File: src/sv/slu_pkg.sv
// shared types, codes and utf-8 helpers for the string literal unescape block
package slu_pkg;

  // width of a unicode code point
  localparam int unsigned CpW = 21;

  // result kinds
  typedef enum logic [1:0] {
    KIND_DATA   = 2'd0,
    KIND_OK     = 2'd1,
    KIND_UNTERM = 2'd2,
    KIND_BADESC = 2'd3
  } kind_e;

  // utf-8 range limits and lead / continuation marks
  localparam logic [CpW-1:0] Utf8Lim1  = 21'h00080;
  localparam logic [CpW-1:0] Utf8Lim2  = 21'h00800;
  localparam logic [CpW-1:0] Utf8Lim3  = 21'h10000;
  localparam logic [7:0]     Utf8Lead2 = 8'hC0;
  localparam logic [7:0]     Utf8Lead3 = 8'hE0;
  localparam logic [7:0]     Utf8Lead4 = 8'hF0;
  localparam logic [7:0]     Utf8Cont  = 8'h80;

  typedef struct packed {
    logic [7:0] in_byte;
    logic       end_of_input;
  } in_item_t;

  typedef struct packed {
    logic [7:0] out_byte;
    logic [1:0] kind;
    logic       last;
  } out_item_t;

  // work for the back end: a code point to encode, or one ready byte/status
  typedef struct packed {
    logic           is_cp;
    logic [CpW-1:0] value;
    logic [1:0]     kind;
  } cmd_t;

  // index of the last utf-8 byte of a code point (byte count minus one)
  function automatic logic [1:0] utf8_last_idx(logic [CpW-1:0] cp);
    logic [1:0] n;
    if (cp < Utf8Lim1) begin
      n = 2'd0;
    end else if (cp < Utf8Lim2) begin
      n = 2'd1;
    end else if (cp < Utf8Lim3) begin
      n = 2'd2;
    end else begin
      n = 2'd3;
    end
    return n;
  endfunction

  // byte number idx of the utf-8 form of cp
  function automatic logic [7:0] utf8_byte(logic [CpW-1:0] cp, logic [1:0] idx);
    logic [1:0] n;
    logic [1:0] rem;
    logic [7:0] b;
    n   = utf8_last_idx(cp);
    rem = n - idx;
    if (idx == 2'd0) begin
      case (n)
        2'd0:    b = cp[7:0];
        2'd1:    b = Utf8Lead2 | {3'b000, cp[10:6]};
        2'd2:    b = Utf8Lead3 | {4'b0000, cp[15:12]};
        default: b = Utf8Lead4 | {5'b00000, cp[20:18]};
      endcase
    end else begin
      case (rem)
        2'd0:    b = Utf8Cont | {2'b00, cp[5:0]};
        2'd1:    b = Utf8Cont | {2'b00, cp[11:6]};
        default: b = Utf8Cont | {2'b00, cp[17:12]};
      endcase
    end
    return b;
  endfunction

endpackage

File: src/sv/slu_front.sv
// front end: escape scanner that turns source bytes into back-end commands
module slu_front (
  input  logic             clk_i,
  input  logic             rst_ni,
  input  logic             item_valid_i,
  input  slu_pkg::in_item_t item_i,
  output logic             cmd_valid_o,
  output slu_pkg::cmd_t    cmd_o
);
  import slu_pkg::*;

  typedef enum logic [2:0] {
    MODE_BODY    = 3'd0,
    MODE_ESC     = 3'd1,
    MODE_HEX_HI  = 3'd2,
    MODE_HEX_LO  = 3'd3,
    MODE_U_OPEN  = 3'd4,
    MODE_U_DIGIT = 3'd5
  } mode_e;

  localparam logic [7:0] ChQuote  = 8'h22;
  localparam logic [7:0] ChApos   = 8'h27;
  localparam logic [7:0] ChNl     = 8'h0A;
  localparam logic [7:0] ChCr     = 8'h0D;
  localparam logic [7:0] ChTab    = 8'h09;
  localparam logic [7:0] ChBslash = 8'h5C;
  localparam logic [7:0] ChZero   = 8'h30;
  localparam logic [7:0] ChNine   = 8'h39;
  localparam logic [7:0] ChLowA   = 8'h61;
  localparam logic [7:0] ChLowF   = 8'h66;
  localparam logic [7:0] ChUpA    = 8'h41;
  localparam logic [7:0] ChUpF    = 8'h46;
  localparam logic [7:0] ChLowN   = 8'h6E;
  localparam logic [7:0] ChLowR   = 8'h72;
  localparam logic [7:0] ChLowT   = 8'h74;
  localparam logic [7:0] ChLowX   = 8'h78;
  localparam logic [7:0] ChLowU   = 8'h75;
  localparam logic [7:0] ChLBrace = 8'h7B;
  localparam logic [7:0] ChRBrace = 8'h7D;

  localparam logic [23:0] MaxCodePoint = 24'h10FFFF;
  localparam logic [2:0]  MaxDigits    = 3'd6;
  localparam logic [7:0]  HexLetterOfs = 8'd10;

  mode_e       mode_q, mode_d;
  logic [23:0] acc_q, acc_d;
  logic [2:0]  cnt_q, cnt_d;
  logic        err_q, err_d;

  logic [7:0] c;
  logic       hex_ok;
  logic [3:0] hex_val;
  logic       do_body;

  assign c = item_i.in_byte;

  // hex digit decode
  always_comb begin
    hex_ok  = 1'b1;
    hex_val = 4'd0;
    if (c >= ChZero && c <= ChNine) begin
      hex_val = 4'(c - ChZero);
    end else if (c >= ChLowA && c <= ChLowF) begin
      hex_val = 4'(c - ChLowA + HexLetterOfs);
    end else if (c >= ChUpA && c <= ChUpF) begin
      hex_val = 4'(c - ChUpA + HexLetterOfs);
    end else begin
      hex_ok = 1'b0;
    end
  end

  always_comb begin
    mode_d      = mode_q;
    acc_d       = acc_q;
    cnt_d       = cnt_q;
    err_d       = err_q;
    do_body     = 1'b0;
    cmd_valid_o = 1'b0;
    cmd_o.is_cp = 1'b0;
    cmd_o.value = '0;
    cmd_o.kind  = KIND_DATA;

    case (mode_q)
      MODE_ESC: begin
        mode_d = MODE_BODY;
        case (c)
          ChLowN: begin
            cmd_valid_o = 1'b1;
            cmd_o.value = CpW'(ChNl);
          end
          ChLowR: begin
            cmd_valid_o = 1'b1;
            cmd_o.value = CpW'(ChCr);
          end
          ChLowT: begin
            cmd_valid_o = 1'b1;
            cmd_o.value = CpW'(ChTab);
          end
          ChBslash, ChApos, ChQuote: begin
            cmd_valid_o = 1'b1;
            cmd_o.value = CpW'(c);
          end
          ChZero: begin
            cmd_valid_o = 1'b1;
          end
          ChLowX:  mode_d = MODE_HEX_HI;
          ChLowU:  mode_d = MODE_U_OPEN;
          default: err_d = 1'b1;
        endcase
      end
      MODE_HEX_HI: begin
        acc_d  = hex_ok ? {20'd0, hex_val} : '0;
        cnt_d  = hex_ok ? 3'd1 : 3'd0;
        mode_d = MODE_HEX_LO;
      end
      MODE_HEX_LO: begin
        if (cnt_q == 3'd1 && hex_ok) begin
          cmd_valid_o = 1'b1;
          cmd_o.is_cp = 1'b1;
          cmd_o.value = CpW'({acc_q[3:0], hex_val});
        end else begin
          err_d = 1'b1;
        end
        mode_d = MODE_BODY;
        acc_d  = '0;
        cnt_d  = '0;
      end
      MODE_U_OPEN: begin
        if (c == ChLBrace) begin
          mode_d = MODE_U_DIGIT;
          acc_d  = '0;
          cnt_d  = '0;
        end else begin
          // missing brace: the byte goes back through body handling
          err_d   = 1'b1;
          mode_d  = MODE_BODY;
          acc_d   = '0;
          cnt_d   = '0;
          do_body = 1'b1;
        end
      end
      MODE_U_DIGIT: begin
        if (c == ChRBrace) begin
          if (cnt_q == 3'd0) begin
            // empty braces: closing brace becomes text
            err_d   = 1'b1;
            do_body = 1'b1;
          end else if (acc_q > MaxCodePoint) begin
            err_d = 1'b1;
          end else begin
            cmd_valid_o = 1'b1;
            cmd_o.is_cp = 1'b1;
            cmd_o.value = acc_q[CpW-1:0];
          end
          mode_d = MODE_BODY;
          acc_d  = '0;
          cnt_d  = '0;
        end else if (!hex_ok) begin
          err_d   = 1'b1;
          mode_d  = MODE_BODY;
          acc_d   = '0;
          cnt_d   = '0;
          do_body = 1'b1;
        end else if (cnt_q >= MaxDigits) begin
          // seventh digit is eaten
          err_d  = 1'b1;
          mode_d = MODE_BODY;
          acc_d  = '0;
          cnt_d  = '0;
        end else begin
          acc_d = {acc_q[19:0], hex_val};
          cnt_d = cnt_q + 3'd1;
        end
      end
      default: begin
        mode_d  = MODE_BODY;
        do_body = 1'b1;
      end
    endcase

    if (do_body) begin
      if (c == ChQuote) begin
        cmd_valid_o = 1'b1;
        cmd_o.kind  = err_d ? KIND_BADESC : KIND_OK;
        mode_d      = MODE_BODY;
        acc_d       = '0;
        cnt_d       = '0;
        err_d       = 1'b0;
      end else if (c == ChNl) begin
        cmd_valid_o = 1'b1;
        cmd_o.kind  = KIND_UNTERM;
        mode_d      = MODE_BODY;
        acc_d       = '0;
        cnt_d       = '0;
        err_d       = 1'b0;
      end else if (c == ChBslash) begin
        mode_d = MODE_ESC;
      end else begin
        cmd_valid_o = 1'b1;
        cmd_o.value = CpW'(c);
      end
    end

    // end of source wins over everything
    if (item_i.end_of_input) begin
      cmd_valid_o = 1'b1;
      cmd_o.is_cp = 1'b0;
      cmd_o.value = '0;
      cmd_o.kind  = KIND_UNTERM;
      mode_d      = MODE_BODY;
      acc_d       = '0;
      cnt_d       = '0;
      err_d       = 1'b0;
    end

    if (!item_valid_i) begin
      cmd_valid_o = 1'b0;
    end
  end

  always_ff @(posedge clk_i or negedge rst_ni) begin
    if (!rst_ni) begin
      mode_q <= MODE_BODY;
      acc_q  <= '0;
      cnt_q  <= '0;
      err_q  <= 1'b0;
    end else if (item_valid_i) begin
      mode_q <= mode_d;
      acc_q  <= acc_d;
      cnt_q  <= cnt_d;
      err_q  <= err_d;
    end
  end

endmodule

File: src/sv/slu_queue.sv
// short command queue between the scanner and the utf-8 emitter
module slu_queue #(
  parameter int unsigned Depth = 4
) (
  input  logic          clk_i,
  input  logic          rst_ni,
  input  logic          push_i,
  input  slu_pkg::cmd_t data_i,
  output logic          full_o,
  input  logic          pop_i,
  output logic          empty_o,
  output slu_pkg::cmd_t data_o
);
  import slu_pkg::*;

  localparam int unsigned PtrW = (Depth > 1) ? $clog2(Depth) : 1;
  localparam int unsigned CntW = $clog2(Depth + 1);
  localparam logic [PtrW-1:0] LastPtr = PtrW'(Depth - 1);
  localparam logic [CntW-1:0] FullCnt = CntW'(Depth);

  cmd_t            mem_q [Depth];
  logic [PtrW-1:0] wr_q, rd_q;
  logic [CntW-1:0] cnt_q;
  logic            do_push, do_pop;

  assign full_o  = (cnt_q == FullCnt);
  assign empty_o = (cnt_q == '0);
  assign do_push = push_i && !full_o;
  assign do_pop  = pop_i && !empty_o;
  assign data_o  = mem_q[rd_q];

  always_ff @(posedge clk_i) begin
    if (do_push) begin
      mem_q[wr_q] <= data_i;
    end
  end

  always_ff @(posedge clk_i or negedge rst_ni) begin
    if (!rst_ni) begin
      wr_q  <= '0;
      rd_q  <= '0;
      cnt_q <= '0;
    end else begin
      if (do_push) begin
        wr_q <= (wr_q == LastPtr) ? '0 : wr_q + PtrW'(1);
      end
      if (do_pop) begin
        rd_q <= (rd_q == LastPtr) ? '0 : rd_q + PtrW'(1);
      end
      case ({do_push, do_pop})
        2'b10:   cnt_q <= cnt_q + CntW'(1);
        2'b01:   cnt_q <= cnt_q - CntW'(1);
        default: cnt_q <= cnt_q;
      endcase
    end
  end

endmodule

File: src/sv/slu_back.sv
// back end: utf-8 encoder that emits one result item per cycle while results are popped
module slu_back (
  input  logic               clk_i,
  input  logic               rst_ni,
  input  logic               cmd_valid_i,
  input  slu_pkg::cmd_t      cmd_i,
  output logic               cmd_pop_o,
  input  logic               pop_i,
  output logic               empty_o,
  output slu_pkg::out_item_t out_item_o
);
  import slu_pkg::*;

  logic       out_valid_q;
  out_item_t  out_q;
  logic [1:0] idx_q;
  logic [1:0] last_idx;
  logic       advance;
  logic       is_last;
  out_item_t  next_item;

  assign last_idx  = cmd_i.is_cp ? utf8_last_idx(cmd_i.value) : 2'd0;
  assign is_last   = (idx_q == last_idx);
  assign advance   = cmd_valid_i && (!out_valid_q || pop_i);
  assign cmd_pop_o = advance && is_last;

  always_comb begin
    next_item.out_byte = cmd_i.is_cp ? utf8_byte(cmd_i.value, idx_q) : cmd_i.value[7:0];
    next_item.kind     = cmd_i.kind;
    next_item.last     = is_last;
  end

  always_ff @(posedge clk_i or negedge rst_ni) begin
    if (!rst_ni) begin
      out_valid_q <= 1'b0;
      idx_q       <= '0;
    end else begin
      if (advance) begin
        out_valid_q <= 1'b1;
        idx_q       <= is_last ? 2'd0 : idx_q + 2'd1;
      end else if (pop_i) begin
        out_valid_q <= 1'b0;
      end
    end
  end

  always_ff @(posedge clk_i) begin
    if (advance) begin
      out_q <= next_item;
    end
  end

  assign empty_o    = !out_valid_q;
  assign out_item_o = out_q;

endmodule

File: src/sv/string_literal_unescape_utf8.sv
// top level of the string literal unescape decoder with utf-8 output
//
//   channel | direction | handshake        | payload
//   --------+-----------+------------------+------------------------------------
//   source  | in        | push / full      | in_item_i  (in_byte, end_of_input)
//   result  | out       | empty / pop      | out_item_o (out_byte, kind, last)
//
// one source item is taken per cycle while the command queue has room
// a result is held in a queue entry, then in the output register, after its item is taken
// the utf-8 emitter sends one result item per cycle while results are popped, so a code
// point escape holds its queue entry until its one to four encoded bytes are sent
// reset clears the scanner state, the queue and the output register
// a stalled result side fills the queue, then full holds off the source
module string_literal_unescape_utf8 #(
  parameter int unsigned QueueDepth = 4
) (
  input  logic               clk_i,
  input  logic               rst_ni,
  input  logic               push,
  output logic               full,
  input  slu_pkg::in_item_t  in_item_i,
  input  logic               pop,
  output logic               empty,
  output slu_pkg::out_item_t out_item_o
);
  import slu_pkg::*;

  logic accept;
  logic cmd_push;
  cmd_t cmd_in;
  cmd_t cmd_head;
  logic q_empty;
  logic q_pop;

  // item taken when the queue can hold whatever it produces
  assign accept = push && !full;

  // scanner: escape state machine, at most one command per item
  slu_front u_front (
    .clk_i        (clk_i),
    .rst_ni       (rst_ni),
    .item_valid_i (accept),
    .item_i       (in_item_i),
    .cmd_valid_o  (cmd_push),
    .cmd_o        (cmd_in)
  );

  // decouples the scanner, one item per cycle while the queue has room, from multi-byte encoding
  slu_queue #(
    .Depth (QueueDepth)
  ) u_queue (
    .clk_i   (clk_i),
    .rst_ni  (rst_ni),
    .push_i  (cmd_push),
    .data_i  (cmd_in),
    .full_o  (full),
    .pop_i   (q_pop),
    .empty_o (q_empty),
    .data_o  (cmd_head)
  );

  // emitter: walks the utf-8 bytes of the head command into the output register
  slu_back u_back (
    .clk_i       (clk_i),
    .rst_ni      (rst_ni),
    .cmd_valid_i (!q_empty),
    .cmd_i       (cmd_head),
    .cmd_pop_o   (q_pop),
    .pop_i       (pop),
    .empty_o     (empty),
    .out_item_o  (out_item_o)
  );

`ifndef SYNTHESIS
  // commands come only from accepted items
  assert property (@(posedge clk_i) disable iff (!rst_ni) cmd_push |-> accept)
    else $error("command pushed without an accepted item");

  // retiring a queue entry loads its final byte, marked last
  assert property (@(posedge clk_i) disable iff (!rst_ni)
    q_pop |=> (!empty && out_item_o.last))
    else $error("queue entry retired without a last result");

  // status results carry a zero byte and always end their item
  assert property (@(posedge clk_i) disable iff (!rst_ni)
    (!empty && out_item_o.kind != KIND_DATA)
      |-> (out_item_o.last && out_item_o.out_byte == 8'd0))
    else $error("status result malformed");
`endif

endmodule
File: config.mk
export PLATFORM = sky130hd
export DESIGN_NAME = string_literal_unescape_utf8
export DESIGN_NICKNAME = d
export VERILOG_FILES = /design/src/sv/slu_pkg.sv /design/src/sv/slu_front.sv /design/src/sv/slu_queue.sv /design/src/sv/slu_back.sv /design/src/sv/string_literal_unescape_utf8.sv
export SDC_FILE = /design/constraint.sdc
export NUM_CORES = 1
export LEC_CHECK = 0
export BUFFER_PORTS_ARGS = -buffer_cell sky130_fd_sc_hd__buf_2
export CAP_MARGIN = 15
export CORE_UTILIZATION = 55
export CTS_BUF_LIST = sky130_fd_sc_hd__clkbuf_16
export CTS_CLUSTER_DIAMETER = 120
export DETAILED_ROUTE_END_ITERATION = 8
export PLACE_DENSITY = 0.74
export SLEW_MARGIN = 20
export SYNTH_ARGS = -nofsm -noshare
export SYNTH_HDL_FRONTEND = slang
export SYNTH_SLANG_ARGS = --single-unit
File: constraint.sdc
create_clock -name clk_i -period 4.75 [get_ports clk_i]
set_input_delay 0.2375 -clock clk_i [delete_from_list [all_inputs] [get_ports clk_i]]
set_output_delay 0.2375 -clock clk_i [all_outputs]
set_load 0.02 [all_outputs]
==> results.toml <==
[outcome]
outcome = "complete, no violations"

[power_and_ir_drop]
leakagePower_uw = 0.00308
power-per-cell-area_nw_per_um2 = 584
pwr-share-seq_pct = 39.2
clockPowerShare_pct = 26.0
power.switching_uw = 1620
proportion_of_total_power_due_to_net_switching_pct = 33.8
share_comb_of_total_power_pct = 34.7
internal_power_uw = 3170
vdd_ir_drop_max_mv = 0.282

[die]
rows = 41
coreArea_um2 = 12800
initial_utilization_pct = 57.1
die_area_um2 = 13700
design.portCount = 26
die-height_um = 117
die_x_um = 117

[clocking]
clock_sinks = 148
clock-root-buffer = "clkbuf_16"
post_cts.resized_instances = 0
clkLatencyLatePin_ns = 0.42
numCtsBuffers = 17
cts_max_path_buffers = 2
cts_htree_levels = 4
clk_pin_slew_ns = 0.06
tritoncts = "yes"

[layout]
filler_cell_count = 946
final_nets = 614
synthToLayoutAreaGrowth_pct = 12.6
n_antenna_cell = 0
layout-drive-gt1-share_pct = 18.7

[run]
max_cap_viol_count = 0

[grt]
global_route.overflow_total = 0
grt_pass1_wl_um = 25200
first_global_vias = 4690
antenna_found_initial = 0
grt_max_degree = 42
grtUsageTotal_pct = 25.6

[setup_path]
timing.critical_path.cells = "mux4_2, nor3_1, nand2_1, nor3_4, inv_2, o22ai_1, a41oi_2, a21oi_2, ha_1, inv_1, fa_1, xor2_1, nor2_1, xor2_1"
timing.critical_path.buf_inv = 2
critical_path.slowest_cell = "dfrtp_1"
worstReg2RegEnd = "u_queue.cnt_q[2]$_DFFE_PN0P_"
element_type_at_the_critical_path_end = "register"
crit_path_max_fanout = 16
crit_path_max_incr_delay_ns = 0.79
cp-startpoint = "u_queue.rd_q[1]$_DFFE_PN0P_"
r2r_start = "u_queue.rd_q[1]$_DFFE_PN0P_"
reg2reg_depth = 14
worst-endpoint-required_ns = 5.09
worstSetupPathDepth = 14
critical-path-top-delay-family = "simple AND/OR/NAND/NOR gates"
cp_data_arrival_time_ns = 4.44
critPathKind = "register to register"
cp_dominant_cell_by_count = "xor2_1"
worst_setup_path_start_kind = "register"
last_element_of_the_critical_path = "u_queue.cnt_q[2]$_DFFE_PN0P_"
regToRegSetupSlack_ns = 0.66

[routing]
wl_final_um = 15800
drt-met1-wl_um = 6740
drc = 0
highest_routed_metal_layer = "met4"
routed-wl-met3_um = 775
drt_first_pass_iters = 6
detail_route.iter0.violations = 581
drt-wirelength-per-cell_um = 20.6
via_per_inst = 6.19
vias = 4739
wl_met2_um = 8030
ant_nets = 0

[synth]
synth_nets = 584
synth_flop_cell = "edfxtp_1"
synth_area_leaders = "edfxtp_1 (44%), dfrtp_1 (14%), mux4_2 (7.1%)"
synth_top_cell_by_area = "edfxtp_1"
synth.lib_cells_used.distinct = 68
syn_area_um2 = 7300
synth_most_common_cell = "edfxtp_1"
synth.yosys.seq_area_share_pct = 58.1
yosys-top-cells-count = "edfxtp_1 (107), nand2_1 (43), dfrtp_1 (41), o21ai_0 (27)"
synth-seq-cells = 148
syn-mean-instance-area_um2 = 13.3
synth_top_cell_area_share_pct = 44.0
post_synth_inst_count = 550
synthesis.yosys.warnings = 0
synthArstFlopShare_pct = 27.7
synth_edf_count = 107

[placement]
hpwlAfterDp_um = 11100
io_buffers = 25
place_ws_ns = 0.670
gpl.final_weighted_congestion = 0.933

[sta]
finalMaxSlewViolations = 0
finalWorstPathRequiredPeriod_ns = 4.09
hold_viol_final = 0
rsz0062_at_grt = "false"
worst_pin_slew_ns = 1.00
worst_clock_skew_ns = 0.00750
setup_viol_count_final = 0
finalSetupTns_ns = 0
slew-limit-headroom_pct = 33.1
share_of_the_clock_period_used_by_the_worst_path_after_layout_pct = 86.2
timing_limited_maximum_frequency_mhz = 244
postLayoutSetupSlackWorst_ns = 0.655

[hold_path]
hp-class = "input port to register"
-- cell type report --
type	instances	area [um^2]	share of cell area (%)
repair buffers	38	265	3.23
flip-flops and latches	148	4240	51.6
well taps	172	215	2.62
multi-input cells	348	2840	34.6
clock buffers	17	425	5.18
clock inverters	15	126	1.54
inverters	27	101	1.23
-- cell usage in the layout, fill, tap and decap left out, types with 3 or more instances in the layout --
master	instances
a22oi_1	3
xnor2_1	5
a22o_1	23
a222oi_1	7
xor2_1	3
nor4_1	8
o22ai_1	4
mux2_2	8
o31ai_1	3
nand3_1	9
nor3_1	6
a21oi_1	20
mux2_1	3
mux2i_1	8
nand2b_1	12
a31oi_1	3
nor2_2	4
clkbuf_16	17
buf_4	8
buf_2	25
clkinv_2	4
mux4_2	23
and2_1	18
dfrtp_1	41
nor2b_1	6
o21ai_0	27
a221oi_1	7
a21o_1	4
clkinv_1	3
edfxtp_1	107
nand2_1	43
ha_1	20
nor2_1	22
buf_12	3
inv_1	29
-- registers in the layout (all words and copies together), names as in the netlist, 2 cells and up --
signal	count
u_front.mode_q	3
u_queue.mem_q	96
u_front.cnt_q	3
u_queue.wr_q	2
u_queue.rd_q	2
u_back.idx_q	2
u_queue.cnt_q	3
u_back.out_item_o	11
u_front.acc_q	24
-- per-stage QoR --
step           std cells  cell area (um^2)  hold WS (ns)  utilization [%]  total power (uW)
4_1_cts              765              8210         0.226             64.3              4820
2_1_floorplan        550              7300       -0.0581                -              3080
5_1_grt              765              8210         0.273             64.3              5060
6_report             765              8210         0.256             64.3              4790
3_5_place_dp         731              7640         0.447             59.8              3570
3_3_place_gp         731              7640         0.435             59.8              3510
-- worst reg2reg max path: stages, from the launching register on --
cell     delay (ns)
dfrtp_1        0.79
mux4_2         0.45
nor3_1         0.35
nand2_1        0.25
nor3_4         0.28
inv_2          0.13
o22ai_1        0.24
a41oi_2        0.09
a21oi_2        0.30
ha_1           0.23
inv_1          0.07
fa_1           0.43
xor2_1         0.15
nor2_1         0.11
xor2_1         0.15
-- power by group through the flow --
| stage | clock, uW | sequential [uW] | combinational (uW) |
|---|---|---|---|
| after global routing | 1320 | 1910 | 1820 |
| after global placement | 0 | 1890 | 1620 |
| after CTS | 1270 | 1880 | 1670 |
| after floorplan | 0 | 1910 | 1180 |
| after detailed placement | 0 | 1910 | 1660 |
| final | 1250 | 1880 | 1660 |
-- cell families (layout without fill, tap and decap cells) --
logic type      after synthesis  count (layout)  synth area share, %
compound gates              132             132                 13.6
xor+xnor                      9               9                 1.34
fa+ha+maj                    21              21                 3.70
buf+inv                      54              97                 3.10
flops                       148             148                 58.1
mux                          42              42                 9.90
simple gates                144             144                 10.2
-- per-layer routing --
layer,up-vias,GRT usage (%)
li1,2191,-
met1,2376,33.3
met2,158,42.4
met3,14,6.85
met4,0,7.43
met5,-,0
-- timing repair --
action | 4_1_cts | 5_1_grt
setup buffers | 0 | 0
endpoints found under the hold margin | 8 | 0
hold buffers | 2 | 0
-- how the worst min path moves through the flow --
| stage | from | end | slack, ns | depth (start not counted) |
|---|---|---|---|---|
| finish | in_item_i[0] | u_front.mode_q[1]$_DFFE_PN0P_ | 0.26 | 2 |
| detailed placement | rst_ni | u_back.idx_q[0]$_DFFE_PN0P_ | 0.45 | 1 |
| global route | in_item_i[0] | u_front.mode_q[1]$_DFFE_PN0P_ | 0.27 | 2 |
| CTS | in_item_i[0] | u_front.mode_q[1]$_DFFE_PN0P_ | 0.23 | 2 |
| floorplan | rst_ni | u_back.idx_q[0]$_DFFE_PN0P_ | -0.06 | 0 |
| global placement | pop | u_back.out_valid_q$_DFFE_PN0P_ | 0.43 | 2 |
(Power assumes the default switching activity.)
